==> src/rtl/pwmd_pkg.sv <==
`default_nettype none
// ----------------------------------------------------------------------------
// pwmd_pkg: shared types and constants
// Parser phases, event codes, register indexes and the front-to-back record.
// ----------------------------------------------------------------------------
package pwmd_pkg;

   typedef enum logic [3:0] {
      PH_SEEK, PH_RESV, PH_HASH, PH_PEER, PH_LEN, PH_ID, PH_HAVE, PH_BITF,
      PH_REQ, PH_PHDR, PH_PDATA, PH_SKIPQ, PH_SKIPU
   } phase_type;

   localparam logic [3:0] EV_HANDSHAKE = 4'd0;
   localparam logic [3:0] EV_KEEPALIVE = 4'd1;
   localparam logic [3:0] EV_CHOKE     = 4'd2;
   localparam logic [3:0] EV_HAVE      = 4'd6;
   localparam logic [3:0] EV_BITFIELD  = 4'd7;
   localparam logic [3:0] EV_REQUEST   = 4'd8;
   localparam logic [3:0] EV_PIECE     = 4'd9;

   localparam logic [7:0] ID_HAVE     = 8'd4;
   localparam logic [7:0] ID_BITFIELD = 8'd5;
   localparam logic [7:0] ID_REQUEST  = 8'd6;
   localparam logic [7:0] ID_PIECE    = 8'd7;

   localparam logic [1:0] REG_HASH_HIGH = 2'd0;
   localparam logic [1:0] REG_HASH_MID  = 2'd1;
   localparam logic [1:0] REG_HASH_LOW  = 2'd2;

   localparam int PREFIX_LEN = 20;

   typedef struct packed {
      logic [3:0]  event_res;
      logic        unhandled;
      logic        hash_match;
      logic [63:0] reserved_bits;
      logic [31:0] piece_index;
      logic [31:0] block_offset;
      logic [31:0] request_length;
      logic [7:0]  payload_byte;
      logic        last;
   } result_type;

   function automatic logic [7:0] prefix_byte(input logic [4:0] i);
      case (i)
         5'd0:  prefix_byte = 8'h13;
         5'd1:  prefix_byte = "B";
         5'd2:  prefix_byte = "i";
         5'd3:  prefix_byte = "t";
         5'd4:  prefix_byte = "T";
         5'd5:  prefix_byte = "o";
         5'd6:  prefix_byte = "r";
         5'd7:  prefix_byte = "r";
         5'd8:  prefix_byte = "e";
         5'd9:  prefix_byte = "n";
         5'd10: prefix_byte = "t";
         5'd11: prefix_byte = " ";
         5'd12: prefix_byte = "p";
         5'd13: prefix_byte = "r";
         5'd14: prefix_byte = "o";
         5'd15: prefix_byte = "t";
         5'd16: prefix_byte = "o";
         5'd17: prefix_byte = "c";
         5'd18: prefix_byte = "o";
         5'd19: prefix_byte = "l";
         default: prefix_byte = 8'h00;
      endcase
   endfunction

endpackage
`default_nettype wire

==> src/rtl/pwmd_parser.sv <==
`default_nettype none
// ----------------------------------------------------------------------------
// pwmd_parser: front end
// Takes one stream byte per cycle, tracks the framing and builds results.
// ----------------------------------------------------------------------------
module pwmd_parser
   import pwmd_pkg::*;
(
   input  wire logic         clock,
   input  wire logic         reset,
   input  wire logic         byte_valid,
   input  wire logic [7:0]   rx_byte,
   input  wire logic [159:0] expected_hash,
   output      logic         res_valid,
   output      result_type   res
);

   phase_type   phase_ff, phase_in;
   logic [31:0] count_ff, count_in;
   logic [31:0] mlen_ff, mlen_in;
   logic [31:0] index_ff, index_in;
   logic [31:0] begin_ff, begin_in;
   logic [31:0] length_ff, length_in;
   logic [63:0] resv_ff, resv_in;
   logic        hash_ok_ff, hash_ok_in;

   logic [31:0] cnt_next;
   logic        pay_end;
   logic [7:0]  exp_byte;
   logic [7:0]  b;

   assign b        = rx_byte;
   assign cnt_next = count_ff + 32'd1;
   assign pay_end  = (cnt_next == mlen_ff - 32'd1);
   // byte i of the hash sits at bits 159-8i
   assign exp_byte = (count_ff < 32'd20) ?
                     expected_hash[8'd159 - {count_ff[4:0], 3'b000} -: 8] : 8'h00;

   always_comb begin
      phase_in   = phase_ff;
      count_in   = count_ff;
      mlen_in    = mlen_ff;
      index_in   = index_ff;
      begin_in   = begin_ff;
      length_in  = length_ff;
      resv_in    = resv_ff;
      hash_ok_in = hash_ok_ff;
      res_valid  = 1'b0;
      res        = '0;
      case (phase_ff)
         PH_SEEK: begin
            if (count_ff < 32'd20 && b == prefix_byte(count_ff[4:0])) begin
               count_in = cnt_next;
               if (cnt_next == 32'd20) begin
                  phase_in   = PH_RESV;
                  count_in   = '0;
                  resv_in    = '0;
                  hash_ok_in = 1'b1;
               end
            end else begin
               count_in = (b == 8'h13) ? 32'd1 : 32'd0;
            end
         end
         PH_RESV: begin
            resv_in  = {resv_ff[55:0], b};
            count_in = cnt_next;
            if (cnt_next >= 32'd8) begin
               phase_in = PH_HASH;
               count_in = '0;
            end
         end
         PH_HASH: begin
            if (b != exp_byte) hash_ok_in = 1'b0;
            count_in = cnt_next;
            if (cnt_next >= 32'd20) begin
               phase_in = PH_PEER;
               count_in = '0;
            end
         end
         PH_PEER: begin
            count_in = cnt_next;
            if (cnt_next >= 32'd20) begin
               phase_in          = PH_LEN;
               count_in          = '0;
               mlen_in           = '0;
               res_valid         = 1'b1;
               res.event_res     = EV_HANDSHAKE;
               res.hash_match    = hash_ok_ff;
               res.reserved_bits = resv_ff;
            end
         end
         PH_LEN: begin
            mlen_in  = {mlen_ff[23:0], b};
            count_in = cnt_next;
            if (cnt_next >= 32'd4) begin
               count_in = '0;
               if ({mlen_ff[23:0], b} == 32'd0) begin
                  res_valid     = 1'b1;
                  res.event_res = EV_KEEPALIVE;
               end else begin
                  phase_in = PH_ID;
               end
            end
         end
         PH_ID: begin
            count_in  = '0;
            index_in  = '0;
            begin_in  = '0;
            length_in = '0;
            if (b <= 8'd3) begin
               phase_in      = (mlen_ff != 32'd1) ? PH_SKIPQ : PH_LEN;
               res_valid     = 1'b1;
               res.event_res = EV_CHOKE + b[3:0];
            end else if (b == ID_HAVE && mlen_ff >= 32'd5) begin
               phase_in = PH_HAVE;
            end else if (b == ID_BITFIELD) begin
               phase_in = (mlen_ff != 32'd1) ? PH_BITF : PH_LEN;
            end else if (b == ID_REQUEST && mlen_ff >= 32'd13) begin
               phase_in = PH_REQ;
            end else if (b == ID_PIECE && mlen_ff >= 32'd9) begin
               phase_in = PH_PHDR;
            end else if (mlen_ff != 32'd1) begin
               phase_in = PH_SKIPU;
            end else begin
               phase_in      = PH_LEN;
               res_valid     = 1'b1;
               res.event_res = EV_PIECE;
               res.unhandled = 1'b1;
            end
         end
         default: begin
            // payload phases
            count_in = pay_end ? 32'd0 : cnt_next;
            if (pay_end) mlen_in = '0;
            case (phase_ff)
               PH_HAVE: begin
                  if (count_ff < 32'd4) index_in = {index_ff[23:0], b};
                  if (count_ff == 32'd3) begin
                     phase_in        = pay_end ? PH_LEN : PH_SKIPQ;
                     res_valid       = 1'b1;
                     res.event_res   = EV_HAVE;
                     res.piece_index = {index_ff[23:0], b};
                  end
               end
               PH_BITF: begin
                  if (pay_end) phase_in = PH_LEN;
                  res_valid        = 1'b1;
                  res.event_res    = EV_BITFIELD;
                  res.payload_byte = b;
                  res.last         = pay_end;
               end
               PH_REQ: begin
                  if (count_ff < 32'd4) index_in = {index_ff[23:0], b};
                  else if (count_ff < 32'd8) begin_in = {begin_ff[23:0], b};
                  else if (count_ff < 32'd12) length_in = {length_ff[23:0], b};
                  if (count_ff == 32'd11) begin
                     phase_in           = pay_end ? PH_LEN : PH_SKIPQ;
                     res_valid          = 1'b1;
                     res.event_res      = EV_REQUEST;
                     res.piece_index    = index_ff;
                     res.block_offset   = begin_ff;
                     res.request_length = {length_ff[23:0], b};
                  end
               end
               PH_PHDR: begin
                  if (count_ff < 32'd4) index_in = {index_ff[23:0], b};
                  else begin_in = {begin_ff[23:0], b};
                  if (count_ff >= 32'd7) phase_in = pay_end ? PH_LEN : PH_PDATA;
               end
               PH_PDATA: begin
                  if (pay_end) phase_in = PH_LEN;
                  res_valid        = 1'b1;
                  res.event_res    = EV_PIECE;
                  res.piece_index  = index_ff;
                  res.block_offset = begin_ff + (count_ff - 32'd8);
                  res.payload_byte = b;
                  res.last         = pay_end;
               end
               PH_SKIPQ: begin
                  if (pay_end) phase_in = PH_LEN;
               end
               PH_SKIPU: begin
                  if (pay_end) begin
                     phase_in      = PH_LEN;
                     res_valid     = 1'b1;
                     res.event_res = EV_PIECE;
                     res.unhandled = 1'b1;
                  end
               end
               default: begin
                  phase_in = PH_SEEK;
                  count_in = '0;
               end
            endcase
         end
      endcase
      if (!byte_valid) res_valid = 1'b0;
   end

   always_ff @(posedge clock) begin
      if (reset) begin
         phase_ff   <= PH_SEEK;
         count_ff   <= '0;
         mlen_ff    <= '0;
         index_ff   <= '0;
         begin_ff   <= '0;
         length_ff  <= '0;
         resv_ff    <= '0;
         hash_ok_ff <= 1'b1;
      end else if (byte_valid) begin
         phase_ff   <= phase_in;
         count_ff   <= count_in;
         mlen_ff    <= mlen_in;
         index_ff   <= index_in;
         begin_ff   <= begin_in;
         length_ff  <= length_in;
         resv_ff    <= resv_in;
         hash_ok_ff <= hash_ok_in;
      end
   end

   assert property (@(posedge clock) disable iff (reset)
      byte_valid && phase_ff == PH_SEEK |=> !$past(res_valid))
      else $error("event raised while seeking prefix");
   assert property (@(posedge clock) disable iff (reset)
      res_valid && res.last |-> res.event_res == EV_BITFIELD || res.event_res == EV_PIECE)
      else $error("last flag on a non-payload event");
   assert property (@(posedge clock) disable iff (reset)
      res_valid && res.unhandled |-> res.event_res == EV_PIECE)
      else $error("unhandled flag with wrong event code");

endmodule
`default_nettype wire

==> src/rtl/pwmd_fifo.sv <==
`default_nettype none
// ----------------------------------------------------------------------------
// pwmd_fifo: result queue
// Holds parsed results between the parser and the consumer.
// ----------------------------------------------------------------------------
module pwmd_fifo
   import pwmd_pkg::*;
#(
   parameter int DEPTH_LOG2 = 2
)
(
   input  wire logic clock,
   input  wire logic reset,
   input  wire logic wr_en,
   input  result_type wr_data,
   output      logic full,
   input  wire logic rd_en,
   output      logic empty,
   output      result_type rd_data
);

   localparam int DEPTH = 1 << DEPTH_LOG2;

   result_type mem_ff [DEPTH];
   logic [DEPTH_LOG2-1:0] wptr_ff, rptr_ff;
   logic [DEPTH_LOG2:0]   cnt_ff;

   assign full    = (cnt_ff == (DEPTH_LOG2+1)'(DEPTH));
   assign empty   = (cnt_ff == '0);
   assign rd_data = mem_ff[rptr_ff];

   always_ff @(posedge clock) begin
      if (wr_en && !full) mem_ff[wptr_ff] <= wr_data;
   end

   always_ff @(posedge clock) begin
      if (reset) begin
         wptr_ff <= '0;
         rptr_ff <= '0;
         cnt_ff  <= '0;
      end else begin
         if (wr_en && !full) wptr_ff <= wptr_ff + 1'b1;
         if (rd_en && !empty) rptr_ff <= rptr_ff + 1'b1;
         cnt_ff <= cnt_ff + (DEPTH_LOG2+1)'(wr_en && !full)
                          - (DEPTH_LOG2+1)'(rd_en && !empty);
      end
   end

   assert property (@(posedge clock) disable iff (reset)
      full |-> !empty)
      else $error("queue full and empty at once");
   assert property (@(posedge clock) disable iff (reset)
      wr_en && !full && !(rd_en && !empty) |=> !empty)
      else $error("write lost");

endmodule
`default_nettype wire

==> src/rtl/peer_wire_message_deframer.sv <==
`default_nettype none
// ----------------------------------------------------------------------------
// peer_wire_message_deframer: peer-wire handshake and message deframer
// Finds the handshake, checks the info hash, then splits length-prefixed
// messages into events.
// ----------------------------------------------------------------------------
//  channel | ports                          | beat
//  req     | req_push, req_full, req_rx_byte | one stream byte
//  rsp     | rsp_empty, rsp_pop, rsp_*       | one event
//  csr     | csr_write, csr_index, csr_data  | one register write
//
// One byte per cycle while req_full is low; the parser updates state in the cycle of the beat.
// A result is registered in res_ff and written into the queue from there.
// req_full rises when the queue is full, or when a result is in flight, the
// queue plus that result leave at most one free slot and no pop is taken.
// Reset clears parser state, queue and hash registers.
module peer_wire_message_deframer
   import pwmd_pkg::*;
#(
   parameter int QUEUE_DEPTH_LOG2 = 2
)
(
   input  wire logic        clock,
   input  wire logic        reset,
   input  wire logic        req_push,
   output      logic        req_full,
   input  wire logic [7:0]  req_rx_byte,
   output      logic        rsp_empty,
   input  wire logic        rsp_pop,
   output      logic [3:0]  rsp_event_res,
   output      logic        rsp_unhandled,
   output      logic        rsp_hash_match,
   output      logic [63:0] rsp_reserved_bits,
   output      logic [31:0] rsp_piece_index,
   output      logic [31:0] rsp_block_offset,
   output      logic [31:0] rsp_request_length,
   output      logic [7:0]  rsp_payload_byte,
   output      logic        rsp_last,
   input  wire logic        csr_write,
   input  wire logic [1:0]  csr_index,
   input  wire logic [63:0] csr_data
);

   logic [63:0] hash_high_ff, hash_mid_ff;
   logic [31:0] hash_low_ff;
   logic        accept;
   logic        res_valid;
   result_type  res, res_ff, q_out;
   logic        res_valid_ff;
   logic        q_full;
   logic [QUEUE_DEPTH_LOG2:0] in_flight;
   logic        cnt_near_full;
   logic [QUEUE_DEPTH_LOG2:0] occ_ff;

   always_ff @(posedge clock) begin
      if (reset) begin
         hash_high_ff <= '0;
         hash_mid_ff  <= '0;
         hash_low_ff  <= '0;
      end else if (csr_write) begin
         case (csr_index)
            REG_HASH_HIGH: hash_high_ff <= csr_data;
            REG_HASH_MID:  hash_mid_ff  <= csr_data;
            REG_HASH_LOW:  hash_low_ff  <= csr_data[31:0];
            default: ;
         endcase
      end
   end

   // one slot of slack covers the registered result in flight
   assign in_flight = {{QUEUE_DEPTH_LOG2{1'b0}}, res_valid_ff};
   assign cnt_near_full = (occ_ff + in_flight)
                          >= (QUEUE_DEPTH_LOG2+1)'((1 << QUEUE_DEPTH_LOG2) - 1);
   assign req_full  = q_full || (res_valid_ff && !(rsp_pop && !rsp_empty)
                      && cnt_near_full);
   assign accept = req_push && !req_full;

   always_ff @(posedge clock) begin
      if (reset) begin
         occ_ff <= '0;
      end else begin
         occ_ff <= occ_ff + (QUEUE_DEPTH_LOG2+1)'(res_valid_ff && !q_full)
                          - (QUEUE_DEPTH_LOG2+1)'(rsp_pop && !rsp_empty);
      end
   end

   pwmd_parser u_parser (
      .clock         (clock),
      .reset         (reset),
      .byte_valid    (accept),
      .rx_byte       (req_rx_byte),
      .expected_hash ({hash_high_ff, hash_mid_ff, hash_low_ff}),
      .res_valid     (res_valid),
      .res           (res)
   );

   always_ff @(posedge clock) begin
      if (reset) res_valid_ff <= 1'b0;
      else       res_valid_ff <= res_valid;
      res_ff <= res;
   end

   pwmd_fifo #(.DEPTH_LOG2(QUEUE_DEPTH_LOG2)) u_queue (
      .clock   (clock),
      .reset   (reset),
      .wr_en   (res_valid_ff),
      .wr_data (res_ff),
      .full    (q_full),
      .rd_en   (rsp_pop),
      .empty   (rsp_empty),
      .rd_data (q_out)
   );

   assign rsp_event_res      = q_out.event_res;
   assign rsp_unhandled      = q_out.unhandled;
   assign rsp_hash_match     = q_out.hash_match;
   assign rsp_reserved_bits  = q_out.reserved_bits;
   assign rsp_piece_index    = q_out.piece_index;
   assign rsp_block_offset   = q_out.block_offset;
   assign rsp_request_length = q_out.request_length;
   assign rsp_payload_byte   = q_out.payload_byte;
   assign rsp_last           = q_out.last;

   assert property (@(posedge clock) disable iff (reset)
      res_valid_ff |-> !q_full)
      else $error("result dropped at full queue");
   assert property (@(posedge clock) disable iff (reset)
      !accept |=> !res_valid_ff)
      else $error("result without an accepted byte");

endmodule
`default_nettype wire
==> config.mk <==
export PLATFORM = sky130hd
export DESIGN_NAME = peer_wire_message_deframer
export DESIGN_NICKNAME = d
export VERILOG_FILES = /design/src/rtl/pwmd_pkg.sv /design/src/rtl/pwmd_parser.sv /design/src/rtl/pwmd_fifo.sv /design/src/rtl/peer_wire_message_deframer.sv
export SDC_FILE = /design/constraint.sdc
export NUM_CORES = 2
export LEC_CHECK = 0
export BUFFER_PORTS_ARGS = -buffer_cell sky130_fd_sc_hd__clkbuf_2
export CAP_MARGIN = 20
export CORE_MARGIN = 2
export CORE_UTILIZATION = 60
export CTS_CLUSTER_SIZE = 40
export DETAILED_ROUTE_END_ITERATION = 10
export GPL_TIMING_DRIVEN = 0
export PLACE_DENSITY_LB_ADDON = 0.1
export SYNTH_ARGS = -nofsm -noshare
export SYNTH_HDL_FRONTEND = slang
export SYNTH_SLANG_ARGS = --single-unit
==> constraint.sdc <==
create_clock -name clock -period 14 [get_ports clock]
set_input_delay 2.1 -clock clock [delete_from_list [all_inputs] [get_ports clock]]
set_output_delay 2.1 -clock clock [all_outputs]
set_load 0.05 [all_outputs]
==> qor.yml <==
status: "complete, no violations"
slowest_delay_ns: 0.95
first_pass_iters: 6
yosysTopAreaCell: "edfxtp_1"
synth-compound-area-share_pct: 8.05
via_per_inst: 5.92
syn_avg_cell_area_um2: 12.7
synth_common_cells: "edfxtp_1 (700), dfxtp_1 (576), nand2_1 (567)"
ir_drop_mv: 0.116
grt_usage_pct: 28.2
hold_buffers: 0
drt_iter0_drc: 3350
p_seq_share_pct: 50.7
antenna_found_initial: 4
clk_latency_ns: 0.70
via_count: 33713
end_kind: "flop"
synth-simple-area-share_pct: 11.1
yosysMostFrequentCell: "edfxtp_1"
clockPowerShare_pct: 40.9
htree_levels: 3
worstHoldPathType: "flop to flop"
grt_pass1_vias: 32646
synth-edff-count: 700
cts_tree: "built"
routed_wl_um: 126000
path_clk_slew_ns: 0.06
worst_clock_skew_ns: 0.0405
cap_viol_max_count: 0
yosysTopAreaCellShare_pct: 40.9
die_w_um: 297
synth.yosys.warnings: 0
ios: 256
drc_errors: 0
synth_top_family_by_area: "simple AND/OR/NAND/NOR gates"
period_minus_slack_ns: 5.83
cp_cell_sequence: "ha_1 -> nand4_2 -> nor4_1 -> nand3_1 -> xnor2_1 -> xnor2_1 -> nor3_1 -> o2111a_1 -> nand4_4 -> a211oi_4 -> o22ai_1 -> o21a_1 -> inv_1 -> ha_1 -> inv_1 -> mux4_2 -> nor2_1"
synth_fa_ha_area_share_pct: 2.28
timing.critical_path.buf_inv: 2
p_int_mw: 6.01
critPathRequiredTime_ns: 14.63
tightest_slew_ns: 1.22
grt_pass1_wl_um: 192000
crit_fanout: 10
crit_type: "flop to flop"
fin_crit_sh_pct: 41.7
fin_nets: 4614
utilization_pct: 68.8
power.share.combinational_pct: 8.4
nFillCells: 6063
hold_viol: 0
ys_async_sr_fraction_pct: 0
ys.flop_type: "edfxtp_1"
fp.dieArea_um2: 88000
cts_buffers: 120
final.setup.tns_ns: 0
p_sw_share_pct: 23.0
coreArea_um2: 85000
crit_arrival_ns: 6.46
crit_slowest_cell: "nor4_1"
ys_types: 93
ys_seq_elements: 1276
initial_core_util_pct: 60.5
synthMuxAreaShare_pct: 9.86
cts_resized: 0
max_freq_mhz: 171
power_density_nw_per_um2: 133
gp_congestion: 0.941
rows: 107
clockRootBuffer: "clkbuf_16"
port_buffers: 252
die_h_um: 297
postSynthCellCount: 4049
gr-total-overflow: 0
cts_setup_buffers: 0
syn_nets: 4219
cts_max_path_buffers: 3
slew_headroom_pct: 18.6
clkSinkCount: 1276
critPathLaunchType: "flop"
grt_max_degree: 55
place_hpwl_um: 88700
syn-cell-area_um2: 51400
finalSetupViolations: 0
synth.area.top_cells: "edfxtp_1 (41%), dfxtp_1 (22%), mux4_2 (9.5%)"
drive_gt1_share_pct: 16.2
slew_violations: 0
p_leak_nw: 21.7
ant_nets: 0
synth-xor-area-share_pct: 2.32
ys_seq_area_share_pct: 63.3
cpLargestDelayFamily: "simple AND/OR/NAND/NOR gates"
p_sw_mw: 1.80
rsz0062_at_grt: "no"
wl_per_cell_um: 22.2
syn_to_final_growth_pct: 13.8
-- final timing paths --
| check | slack [ns] | startpoint | cells after the start | endpoint |
|---|---|---|---|---|
| worst max-delay path | 8.17 | u_parser.count_ff[2] | 17 | flop |
| worst min-delay path | 0.45 | hash_low_ff[10] | 2 | hash_low_ff[10] |
| worst max register to register | 8.17 | u_parser.count_ff[2] | 17 | flop |
| worst min register to register | 0.45 | hash_low_ff[10] | 2 | hash_low_ff[10] |
-- sequential cells by signal, indices dropped and copies added (netlist names), 3 cells and up, named ones only --
signal,flops
u_parser.index_ff,32
hash_high_ff,64
u_parser.mlen_ff,32
hash_mid_ff,64
u_parser.resv_ff,64
u_parser.count_ff,32
occ_ff,3
u_queue.cnt_ff,3
res_ff,175
hash_low_ff,32
u_parser.length_ff,24
u_parser.phase_ff,4
u_queue.mem_ff,700
u_parser.begin_ff,32
-- logic make-up after synthesis --
| group | Yosys count |
|---|---|
| XOR/XNOR | 132 |
| AO/OA/AOI/OAI | 681 |
| flip-flops | 1276 |
| multiplexers | 236 |
| adder cells (fa/ha/maj) | 92 |
| buffers and inverters | 420 |
| AND/OR/NAND/NOR | 1212 |
-- routing by layer --
| layer | wire (µm) | up-vias | global-route usage (%) |
|---|---|---|---|
| met5 | 0 | - | 0 |
| met4 | 3220 | 0 | 8.15 |
| met3 | 9290 | 202 | 4.74 |
| met2 | 60800 | 1278 | 45.4 |
| met1 | 53200 | 16639 | 39.8 |
| li1 | - | 15594 | - |
-- tightest hold or removal path, stage by stage, from the launching register on --
cell and delay [ns]:
dfxtp_1 0.30, nand2_1 0.05, a21oi_1 0.05
-- cell usage in the layout (no fill, tap or decap), types with 87 or more instances in the layout --
cell	instances
clkbuf_1	219
clkbuf_2	253
inv_1	153
a21oi_1	361
nand2_1	567
dfxtp_1	576
mux4_2	216
nor2_1	149
edfxtp_1	700
clkbuf_16	122
ha_1	88
nand3_1	167
and2_1	111
xnor2_1	87
-- final cells by class --
| class | instances | area, µm² | share of cell area (%) |
|---|---|---|---|
| Clock buffer | 174 | 3470 | 5.94 |
| Multi-Input combinational cell | 2353 | 17300 | 29.5 |
| Timing Repair Buffer | 273 | 1710 | 2.93 |
| Buffer | 266 | 1030 | 1.76 |
| Antenna cell | 5 | 12.5 | 0.0214 |
| Tap cell | 1144 | 1430 | 2.45 |
| Clock inverter | 52 | 448 | 0.766 |
| Inverter | 154 | 578 | 0.988 |
| Sequential cell | 1276 | 32600 | 55.6 |
-- metrics by stage --
step | area, µm² | total power, mW | cells | setup slack (ns) | hold WS (ns)
3_5_place_dp | 54500 | 4.70 | 5464 | 8.25 | 0.441
4_1_cts | 58500 | 7.85 | 5690 | 8.11 | 0.444
3_3_place_gp | 54100 | 4.69 | 5445 | 5.25 | 0.437
2_1_floorplan | 51400 | 4.51 | 4049 | 8.52 | 0.427
6_report | 58500 | 7.80 | 5697 | 8.17 | 0.451
5_1_grt | 58500 | 8.06 | 5694 | 7.90 | 0.455
-- power groups by stage --
stage	Combinational [mW]	Sequential [mW]	Clock, mW
2_1_floorplan	0.478	4.03	0
3_3_place_gp	0.656	4.04	0
3_5_place_dp	0.666	4.04	0
4_1_cts	0.670	3.96	3.23
5_1_grt	0.717	3.96	3.38
6_report	0.658	3.96	3.19
No activity file was read; power rests on OpenSTA's default activity.
